--- src/hw/rtl/vgfm_pkg.sv ---
// shared types and constants of the greedy face mesher
package vgfm_pkg;

  localparam int unsigned EDGE        = 16;
  localparam int unsigned EW          = 4;
  localparam int unsigned CHUNK_DEPTH = 4096;
  localparam int unsigned PLANE_DEPTH = 1536;
  localparam int unsigned CHUNK_AW    = 12;
  localparam int unsigned PLANE_AW    = 11;
  localparam int unsigned CFG_IW      = 3;

  localparam logic [1:0] FUNC_LOAD_CHUNK = 2'd0;
  localparam logic [1:0] FUNC_LOAD_NBR   = 2'd1;
  localparam logic [1:0] FUNC_MESH       = 2'd2;

  localparam logic [2:0] FACE_POS_Y = 3'd0;
  localparam logic [2:0] FACE_NEG_Y = 3'd1;
  localparam logic [2:0] FACE_POS_X = 3'd2;
  localparam logic [2:0] FACE_NEG_X = 3'd3;
  localparam logic [2:0] FACE_POS_Z = 3'd4;
  localparam logic [2:0] FACE_NEG_Z = 3'd5;

  localparam logic [CFG_IW-1:0] CFG_AIR     = 3'd0;
  localparam logic [CFG_IW-1:0] CFG_LADDER  = 3'd1;
  localparam logic [CFG_IW-1:0] CFG_TRANS_0 = 3'd2;
  localparam logic [CFG_IW-1:0] CFG_TRANS_1 = 3'd3;
  localparam logic [CFG_IW-1:0] CFG_TRANS_2 = 3'd4;
  localparam logic [CFG_IW-1:0] CFG_TRANS_3 = 3'd5;
  localparam logic [CFG_IW-1:0] CFG_NBR     = 3'd6;

  typedef enum logic [3:0] {
    OP_NONE, OP_ACCEPT, OP_BA, OP_BB, OP_BC, OP_ROWRD, OP_ROWLD, OP_SCAN,
    OP_EXTV, OP_URD, OP_UCMP, OP_MARK, OP_EMIT, OP_FINISH
  } dp_op_e;

  typedef enum logic [3:0] {
    ST_IDLE, ST_BA, ST_BB, ST_BC, ST_ROWRD, ST_ROWLD, ST_SCAN, ST_EXTV,
    ST_URD, ST_UCMP, ST_MARK, ST_EMIT, ST_FINISH
  } state_e;

  typedef struct packed {
    dp_op_e op;
  } dp_cmd_t;

  typedef struct packed {
    logic mesh;
    logic row_zero;
    logic cnt_last;
    logic hit;
    logic v_last;
    logic ext_ok;
    logic ue_end;
    logic u_match;
    logic ve_end;
    logic pending;
    logic out_busy;
  } dp_status_t;

endpackage

--- src/hw/rtl/vgfm_ctrl.sv ---
// sequencer of the greedy face mesher
module vgfm_ctrl import vgfm_pkg::*; (
  input  logic       clk_i,
  input  logic       rst_ni,
  input  logic       in_valid_i,
  output logic       in_ready_o,
  input  dp_status_t status_i,
  output dp_cmd_t    cmd_o
);

  state_e state_q, state_d;
  logic   fire;

  assign in_ready_o = (state_q == ST_IDLE);
  assign fire       = in_valid_i && in_ready_o;

  always_ff @(posedge clk_i or negedge rst_ni) begin
    if (!rst_ni) begin
      state_q <= ST_IDLE;
    end else begin
      state_q <= state_d;
    end
  end

  always_comb begin
    state_d = state_q;
    case (state_q)
      ST_IDLE: begin
        if (fire && status_i.mesh) begin
          state_d = status_i.row_zero ? ST_BA : ST_ROWRD;
        end
      end
      ST_BA: state_d = ST_BB;
      ST_BB: state_d = ST_BC;
      ST_BC: state_d = status_i.cnt_last ? ST_ROWRD : ST_BA;
      ST_ROWRD: state_d = ST_ROWLD;
      ST_ROWLD: state_d = ST_SCAN;
      ST_SCAN: begin
        if (status_i.hit) begin
          state_d = ST_EXTV;
        end else if (status_i.v_last) begin
          state_d = ST_FINISH;
        end
      end
      ST_EXTV: begin
        if (!status_i.ext_ok) begin
          state_d = ST_URD;
        end
      end
      ST_URD: state_d = status_i.ue_end ? ST_MARK : ST_UCMP;
      ST_UCMP: state_d = status_i.u_match ? ST_URD : ST_MARK;
      ST_MARK: state_d = ST_EMIT;
      ST_EMIT: begin
        if (!(status_i.pending && status_i.out_busy)) begin
          state_d = status_i.ve_end ? ST_FINISH : ST_SCAN;
        end
      end
      ST_FINISH: begin
        if (!status_i.out_busy) begin
          state_d = ST_IDLE;
        end
      end
      default: state_d = ST_IDLE;
    endcase
  end

  always_comb begin
    cmd_o.op = OP_NONE;
    case (state_q)
      ST_IDLE:   cmd_o.op = fire ? OP_ACCEPT : OP_NONE;
      ST_BA:     cmd_o.op = OP_BA;
      ST_BB:     cmd_o.op = OP_BB;
      ST_BC:     cmd_o.op = OP_BC;
      ST_ROWRD:  cmd_o.op = OP_ROWRD;
      ST_ROWLD:  cmd_o.op = OP_ROWLD;
      ST_SCAN:   cmd_o.op = OP_SCAN;
      ST_EXTV:   cmd_o.op = OP_EXTV;
      ST_URD:    cmd_o.op = OP_URD;
      ST_UCMP:   cmd_o.op = OP_UCMP;
      ST_MARK:   cmd_o.op = OP_MARK;
      ST_EMIT:   cmd_o.op = OP_EMIT;
      ST_FINISH: cmd_o.op = OP_FINISH;
      default:   cmd_o.op = OP_NONE;
    endcase
  end

endmodule

--- config.mk ---
export PLATFORM = sky130hd
export DESIGN_NAME = vgfm_ctrl
export DESIGN_NICKNAME = d
export VERILOG_FILES = /design/src/hw/rtl/vgfm_pkg.sv /design/src/hw/rtl/vgfm_ctrl.sv
export SDC_FILE = /design/constraint.sdc
export NUM_CORES = 1
export LEC_CHECK = 0
export BUFFER_PORTS_ARGS = -buffer_cell sky130_fd_sc_hd__buf_2
export CAP_MARGIN = 20
export CORE_MARGIN = 3
export CORE_UTILIZATION = 33
export CTS_CLUSTER_DIAMETER = 200
export DETAILED_ROUTE_END_ITERATION = 16
export HOLD_SLACK_MARGIN = 0.12
export PLACE_DENSITY = 0.67
export REMOVE_ABC_BUFFERS = 1
export SETUP_SLACK_MARGIN = 0.02
export SLEW_MARGIN = 15
export SYNTH_ARGS = -nofsm -noshare
export SYNTH_HDL_FRONTEND = slang
export SYNTH_SLANG_ARGS = --single-unit
--- constraint.sdc ---
create_clock -name clk_i -period 2.6 [get_ports clk_i]
set_input_delay 0.39 -clock clk_i [delete_from_list [all_inputs] [get_ports clk_i]]
set_output_delay 0.39 -clock clk_i [all_outputs]
set_load 0.1 [all_outputs]
==> impl_results.md, run 1 <==
* Status: complete, no violations
* Slew headroom at 0.591
* NumNets Final at slightly above 90
* Core region area at 0.00132 mm2
* Routed Antenna Nets at 0
* DRC viols at 0
* Post-CTS Setup Bufs at 0
* CP Cell Sequence: inv_1 > o31ai_1 > buf_2
* Seq/Total Area, Yosys at 0.212
* Fin worst setup slack at 0.410 ns
* CTS Hold Bufs at 1
* Synth Area per Inst at a little under 8 um2
* Clock transition at path regs at roughly 0.04 ns
* H-tree Lvls at 1
* Chip width at approximately 44 um
* Multi-input gate area at ~330 um2
* Antenna violations before repair at 0
* N_diodes at 0
* CTS buffer count at 3
* Measured slew at the worst slew-check pin at ~0.61 ns
* Top Registers: state_q x4
* RD Place Congestion at between 0.7 and 0.8
* Fill cells at roughly 140
* Top reg by flops: state_q
* HP Class: primary input to asynchronous set/reset pin
* CTS Sinks at 4
* Fin util at 0.439
* CP max stage delay at approximately 0.6 ns
* CP Capture Type: primary output
* Synthesis Warnings at 0
* GRT Total Usage at 0.137
* FF+latch count, synth at 4
* Die footprint at roughly 0.0019 mm2
* Crit path arrival time at roughly 1.8 ns
* Final period utilization at 0.842
* Critical path required time at 2.21 ns
* Dpl cell area at around 550 um2
* Largest net degree at the start of global routing at 21
* Initial Util at 0.358
* Post-DR wirelength/cell at between 10 and 15 um
* Worst-Skew Late Latency at 0.23 ns
* Post-synthesis instance total at 61
* Clk root buf: clkbuf_4
* Storage cell area at 100 um2
* Fmax at roughly 460 MHz
* Commonest non-fill, non-tap cell in the layout: buf_2
* Skew final at roughly 0.0035 ns
* WS Path Type: register to primary output
* I/O Pins at 19
* Final Hold Fails at 0
* Max clock buf depth at 2
* Worst setup SP type: register
* IO buf count at 18
* Cts repair resizes at 0
* First-pass GRT wire length at 2.06 mm
* Hpwl dp at roughly 800 um
* Cells on worst reg2reg path at 4
* Area Growth Syn to Fin at 22.5%
* Chip height at about 44 um
* Vias per cell at about 5.6
* Setup WS pre-CTS at 0.664 ns
* Via count at between 500 and 600
* Critical-path maximum fanout at 16
* Final instance area at slightly below 600 um2
* Violation count after the first detailed-route iteration at 8
* Max-Cap Viols at 0
* Post-Route WL at 1.14 mm
* Cell area after synthesis at about 470 um2
* # setup viols final at 0
* Initial DRT Pass Iterations at 4
* TritonCTS clock tree: yes
* Layout cells sized above 1 at 0.329
* Max Transition Viols Final at 0
* R2r startpoint: state_q[0]
* RSZ-0062 raised after global routing: false
* Core Rows at 13
* GR Overflow Total at 0
* Most frequent cells in the layout: buf_2, o21ai_0, a21oi_1, nand2_1, dfrtp_1
* Number of flip-flops in the largest register at 4
* Fin crit period at between 2 and 2.5 ns
* Crit-path slowest cell: dfrtp_1
* Crit path launch: state_q[2]
* Vias in the first global route at 507
* Distinct cells, synth at 30
per-stage QoR:
step           hold slack [ns]  TNS, ns  cells
2_1_floorplan           0.0944   -10.43     54
3_3_place_gp             0.195        0     87
3_5_place_dp             0.195        0     87
4_1_cts                  0.486        0     91
5_1_grt                  0.510        0     91
6_report                 0.484        0     91
per-layer routing:
layer | global-route usage | vias up | part of all wire
li1 | - | 260 | -
met1 | 0.193 | 233 | 0.47
met2 | 0.209 | 14 | 0.46
met3 | 0.00415 | 2 | 0.058
met4 | 0.0723 | 0 | 0.012
met5 | 0 | - | 0
cell usage after synthesis, drive strengths merged:
cell | count | area, um2
a2111oi | 1 | 27.5
a21boi | 1 | 7.51
a21o | 1 | 7.51
a21oi | 6 | 30.0
a311oi | 1 | 8.76
buf | 3 | 20.0
clkbuf | 4 | 15.0
dfrtp | 4 | 100
inv | 3 | 11.3
mux2i | 2 | 20.0
nand2 | 4 | 15.0
nand2b | 2 | 12.5
nand3b | 1 | 7.51
nand4 | 1 | 6.26
nand4b | 2 | 17.5
nor2 | 2 | 7.51
nor3 | 3 | 20.0
nor4 | 3 | 18.8
o21a | 1 | 7.51
o21ai | 7 | 35.0
o2bb2ai | 1 | 8.76
o31ai | 3 | 22.5
o32a | 1 | 10.0
or3 | 2 | 17.5
or3b | 1 | 8.76
xnor2 | 1 | 8.76
worst paths after layout:
path	endpoint	slack, ns
max	cmd_o[3]	0.41
min	state_q[2]	0.48
max reg2reg	state_q[3]	0.79
min reg2reg	state_q[0]	0.84
max in group asynchronous	state_q[1]	2.00
min in group clk_i	state_q[1]	0.51
critical path: cells and delay by family, from the launching register on:
kind | cells | cell delay [ns]
compound gates | 1 | 0.26
flops | 1 | 0.61
buf+inv | 2 | 0.69
logic make-up (layout without fill, tap and decap cells):
kind of cell / after synthesis / in the layout / share of synthesized area
buffers and inverters: 10 / 25 / 0.0981
AO/OA/AOI/OAI: 23 / 23 / 0.350
XOR/XNOR: 1 / 1 / 0.0186
AND/OR/NAND/NOR: 21 / 21 / 0.279
flip-flops: 4 / 4 / 0.212
multiplexers: 2 / 2 / 0.0424
cell type report:
type / count / area share
repair buffers: 19 / 0.173
multi-input cells: 47 / 0.563
inverters: 3 / 0.0195
well taps: 15 / 0.0325
clock buffers: 3 / 0.0390
flip-flops and latches: 4 / 0.173
Power of run 1 is left out: the tool's default activity adds up to more than one toggle a clock period on the data nets, which glitch-free logic cannot reach.
==> run 2, diff against run 1 <==
--- a/config.mk
+++ b/config.mk
@@ -12,7 +12,7 @@
 export CTS_CLUSTER_DIAMETER = 200
 export DETAILED_ROUTE_END_ITERATION = 16
 export HOLD_SLACK_MARGIN = 0.12
-export PLACE_DENSITY = 0.67
+export PLACE_DENSITY = 0.69
 export REMOVE_ABC_BUFFERS = 1
 export SETUP_SLACK_MARGIN = 0.02
 export SLEW_MARGIN = 15
==> constraint.sdc (replaced) <==
create_clock -name clk_i -period 1.9 [get_ports clk_i]
set_input_delay 0.285 -clock clk_i [delete_from_list [all_inputs] [get_ports clk_i]]
set_output_delay 0.285 -clock clk_i [all_outputs]
set_load 0.1 [all_outputs]
==> run 2 against run 1 <==
- final area is 19% higher
- cell count is 6.6% higher
- flip-flop and latch count stayed put
- non-clock buffer count is 6 higher
- critical path depth stayed put
- worst hold slack worse by 0.11 ns
- register-to-register slack worse by 0.60 ns
- critical endpoint is now cmd_o[2]
- sequential share of layout area is 2.6 points lower
- critical path type unchanged
- via count is 2.6% higher
==> impl_results.md, run 2 (synthesized netlist as in run 1, its figures left out) <==
* HP Class: primary input to asynchronous set/reset pin
* Commonest non-fill, non-tap cell in the layout: buf_2
* Slew headroom at 0.680 (+0.0893)
* H-tree Lvls at 1 (unchanged)
* Skew final at 0.00328 ns (-0.000173 ns)
* Fin crit period at roughly 1.8 ns
* DRC viols at 0 (unchanged)
* Fin worst setup slack at 0.130 ns (-0.281 ns)
* CP Capture Type: primary output
* Critical-path maximum fanout at 10 (-6)
* Routed Antenna Nets at 0 (unchanged)
* Most frequent cells in the layout: buf_2, o21ai_0, a21oi_1, buf_4
* Number of flip-flops in the largest register at 4 (unchanged)
* Critical path required time at 1.62 ns (-0.59 ns)
* Setup WS pre-CTS at 0.183 ns (-0.481 ns)
* # setup viols final at 0 (unchanged)
* Via count at 522 (+2.6%)
* GRT Total Usage at 0.135 (-0.00180)
* Post-DR wirelength/cell at 12.7 um (+0.70%)
* Chip height at 43.8 um (unchanged)
* Fmax at between 500 and 600 MHz
* Final Non-Filler Cells at 97 (+6.6%)
* Layout cells sized above 1 at 0.402 (+0.0735)
* Core Rows at 13 (unchanged)
* Max Transition Viols Final at 0 (unchanged)
* Vias per cell at 5.38 (-3.8%)
* Setup TNS at 0 ns (unchanged)
* Clock transition at path regs at 0.04 ns (about the same)
* Status: complete, no violations
* WS Path Type: register to primary output
* CP max stage delay at 0.51 ns (-0.10 ns)
* Worst-Skew Late Latency at 0.23 ns (about the same)
* Largest net degree at the start of global routing at 12 (-43%)
* TritonCTS clock tree: yes
* Placed instance count at 93 (+6.9%)
* IO buf count at 18 (unchanged)
* Max-Cap Viols at 0 (unchanged)
* Measured slew at the worst slew-check pin at 0.483 ns (-0.131 ns)
* Crit-path slowest cell: dfrtp_1
* Worst setup SP type: register
* Final period utilization at 0.932
* Max clock buf depth at 2 (unchanged)
* Crit path arrival time at 1.49 ns (-0.31 ns)
* GR Overflow Total at 0 (unchanged)
* Initial Util at 0.358 (unchanged)
* Post-Route WL at 1.23 mm (+7.3%)
* Top Registers: state_q x4
* I/O Pins at 19 (unchanged)
* N_diodes at 0 (unchanged)
* Final Hold Fails at 0 (unchanged)
* Initial DRT Pass Iterations at 4 (unchanged)
* Fin util at 0.523 (+0.0845)
* Core region area at 0.00132 mm2 (unchanged)
* Clk root buf: clkbuf_4
* CP Cell Sequence: nand2_1 > o21ai_0 > buf_12
* CTS Sinks at 4 (unchanged)
* Vias in the first global route at 453 (-11%)
* Die footprint at 0.00192 mm2 (unchanged)
* Hpwl dp at 939 um (+17%)
* Antenna violations before repair at 0 (unchanged)
* RSZ-0062 raised after global routing: false
* RD Place Congestion at 0.848 (+8.5%)
* CTS buffer count at 3 (unchanged)
* Chip width at 43.8 um (unchanged)
* First-pass GRT wire length at 1.99 mm (-3.3%)
* Violation count after the first detailed-route iteration at 10 (+2)
* Top reg by flops: state_q
* NumNets Final at 98 (+6.5%)
* Area Growth Syn to Fin at 46.2%
==> run 2: cell count changes in the layout (fill, tap and decap cells not counted) <==
| cell | previous run | this run |
|---|---|---|
| buf_12 | 0 | 4 |
| buf_2 | 18 | 14 |
| buf_4 | 0 | 6 |
| dfrtp_1 | 4 | 3 |
| dfrtp_2 | 0 | 1 |
| o31ai_1 | 3 | 2 |
| o31ai_2 | 0 | 1 |
==> run 2: layout make-up <==
cell class | count | area [um2]
Clock buffer | 3 | 22.5
Fill cell | 117 | 628
Inverter | 3 | 11.3
Multi-Input combinational cell | 47 | 330
Sequential cell | 4 | 101
Tap cell | 15 | 18.8
Timing Repair Buffer | 25 | 205
==> run 2: worst max-delay path: cells and delay by family, from the launching register on <==
| kind | cells | cell delay [ns] |
|---|---|---|
| DFF | 1 | 0.51 |
| AOI/OAI and AO/OA | 1 | 0.33 |
| buffers and inverters | 1 | 0.22 |
| and+or+nand+nor | 1 | 0.18 |
==> run 2: metal layers <==
layer | share of wire | global-route usage | vias up
li1 | - | - | 271
met1 | 0.44 | 0.168 | 228
met3 | 0.086 | 0.0207 | 2
met4 | 0.0098 | 0.0723 | 0
met5 | 0 | 0 | -
met2 | 0.46 | 0.221 | 21
==> run 2: metrics by stage <==
step | cell area [um2] | hold slack [ns]
floorplan | 437 | -0.0106
global placement | 651 | 0.0901
detailed placement | 651 | 0.0902
CTS | 683 | 0.380
global route | 689 | 0.400
finish | 689 | 0.377
==> run 2: final timing paths <==
kind	from	end	slack, ns	cells past startpoint
min	rst_ni	state_q[1]	0.38	2
min in group clk_i	status_i[3]	state_q[1]	0.38	4
max reg2reg	state_q[1]	state_q[3]	0.19	4
max in group asynchronous	rst_ni	state_q[0]	1.39	2
max	state_q[1]	cmd_o[2]	0.13	3
min reg2reg	state_q[0]	state_q[1]	0.81	3
==> run 2: what timing repair did <==
action	4_1_cts	5_1_grt
hold endpoints to repair	4	0
buffers inserted	0	0
hold buffers	1	0
setup endpoints to repair	0	2
resized for setup	0	2
Power of run 2 is left out for the same reason.
==> run 3, diff against run 2 <==
--- a/config.mk
+++ b/config.mk
@@ -9,6 +9,7 @@
 export CAP_MARGIN = 20
 export CORE_MARGIN = 3
 export CORE_UTILIZATION = 33
+export CTS_BUF_LIST = sky130_fd_sc_hd__clkbuf_16
 export CTS_CLUSTER_DIAMETER = 200
 export DETAILED_ROUTE_END_ITERATION = 16
 export HOLD_SLACK_MARGIN = 0.12
==> run 3 against run 2 <==
- die area is the same
- cell count unchanged
- global-route usage is 0.93 points higher
- highest routed layer unchanged
- largest cell class unchanged
- critical path depth is the same
- register-to-register slack hardly changed
==> impl_results.md, run 3 (synthesized netlist as in run 1, its figures left out) <==
* CP Cell Sequence: nand2_1 > o21ai_0 > buf_12
* Clock transition at path regs at 0.03 ns (about the same)
* Post-DR wirelength/cell at 13.4 um (+5.5%)
* Post-Route WL at 1.30 mm (+5.5%)
* Crit-path slowest cell: dfrtp_1
* Violation count after the first detailed-route iteration at 11 (+1)
* HP Class: primary input to asynchronous set/reset pin
* Measured slew at the worst slew-check pin at 0.483 ns (+0.0000302 ns)
* GR Overflow Total at 0 (unchanged)
* Largest net degree at the start of global routing at 12 (unchanged)
* Area Growth Syn to Fin at 57.3%
* Skew final at 0.00159 ns (-0.00169 ns)
* # setup viols final at 0 (unchanged)
* CTS Sinks at 4 (unchanged)
* Core region area at 0.00132 mm2 (unchanged)
* Max-Cap Viols at 0 (unchanged)
* Top reg by flops: state_q
* Antenna violations before repair at 0 (unchanged)
* GRT Total Usage at 0.144 (+0.00927)
* Slew headroom at 0.680 (about the same)
* RD Place Congestion at 0.848 (unchanged)
* WS Path Type: register to primary output
* Die footprint at 0.00192 mm2 (unchanged)
* Fin crit period at 1.77 ns (+0.000704 ns)
* IO buf count at 18 (unchanged)
* Crit path arrival time at 1.49 ns (about the same)
* Status: complete, no violations
* Hpwl dp at 939 um (unchanged)
* Vias in the first global route at 456 (+0.66%)
* Number of flip-flops in the largest register at 4 (unchanged)
* Chip height at 43.8 um (unchanged)
* Worst-Skew Late Latency at 0.23 ns (about the same)
* Initial Util at 0.358 (unchanged)
* TritonCTS clock tree: yes
* Max Transition Viols Final at 0 (unchanged)
* I/O Pins at 19 (unchanged)
* CTS buffer count at 3 (unchanged)
* Most frequent cells in the layout: buf_2, o21ai_0, a21oi_1, buf_4
* Fmax at 565 MHz (about the same)
* Max clock buf depth at 2 (unchanged)
* Layout cells sized above 1 at 0.402 (unchanged)
* Final period utilization at 0.932 (about the same)
* Critical path required time at 1.62 ns (about the same)
* Final Hold Fails at 0 (unchanged)
* CP max stage delay at 0.53 ns (+0.02 ns)
* Top Registers: state_q x4
* Worst setup SP type: register
* H-tree Lvls at 1 (unchanged)
* Commonest non-fill, non-tap cell in the layout: buf_2
* Initial DRT Pass Iterations at 4 (unchanged)
* CP Capture Type: primary output
* Fin util at 0.563 (+0.0399)
* Routed Antenna Nets at 0 (unchanged)
* Critical-path maximum fanout at 10 (unchanged)
* Post-CTS Setup Bufs at 0 (unchanged)
* WHS at 0.393 ns (+0.0160 ns)
* Chip width at 43.8 um (unchanged)
* Clk root buf: clkbuf_16
* NumNets Final at 98 (unchanged)
* Via count at 540 (+3.4%)
* N_diodes at 0 (unchanged)
* Core Rows at 13 (unchanged)
* First-pass GRT wire length at 2.04 mm (+2.4%)
* RSZ-0062 raised after global routing: false
* Vias per cell at 5.57 (+3.4%)
* DRC viols at 0 (unchanged)
==> run 3: timing repair <==
item | 4_1_cts | 5_1_grt
endpoints found under the hold margin | 4 | 0
gates resized for setup | 0 | 2
hold buffers | 1 | 0
setup endpoints to repair | 0 | 2
==> run 3: worst paths after layout <==
kind                             start    endpoint  slack [ns]  cells after the start
min reg2reg                 state_q[0]  state_q[1]        0.84                      3
max reg2reg                 state_q[1]  state_q[3]        0.19                      4
min in group clk_i         status_i[3]  state_q[1]        0.41                      4
max                         state_q[1]    cmd_o[2]        0.13                      3
max in group asynchronous       rst_ni  state_q[0]        1.38                      2
min                             rst_ni  state_q[1]        0.39                      2
==> run 3: critical path, delay by kind of cell, from the launching register on <==
family	cells	cell delay [ns]
flip-flops	1	0.53
AO/OA/AOI/OAI	1	0.32
buffers and inverters	1	0.22
AND/OR/NAND/NOR	1	0.18
==> run 3: final cells by class <==
cell class	count	area [um2]
fill	111	576
multi-input combinational	47	330
timing repair buffer	25	205
sequential	4	101
clock buffer	3	75.1
tap	15	18.8
inverter	3	11.3
==> run 3: per-stage QoR <==
step	instances	setup slack (ns)	setup TNS (ns)	area [um2]
6_report	97	0.129	0	742
5_1_grt	97	0.0670	0	742
4_1_cts	97	0.0729	0	736
3_5_place_dp	93	0.183	0	651
3_3_place_gp	93	0.233	0	651
2_1_floorplan	54	-2.44	-16.16	437
==> run 3: per-layer routing <==
layer	vias to the layer above	track usage	part of all wire
met4	0	0.0904	0.019
met3	2	0.0456	0.10
li1	273	-	-
met5	-	0	0
met2	30	0.209	0.45
met1	235	0.183	0.43
Power of run 3 is left out for the same reason.
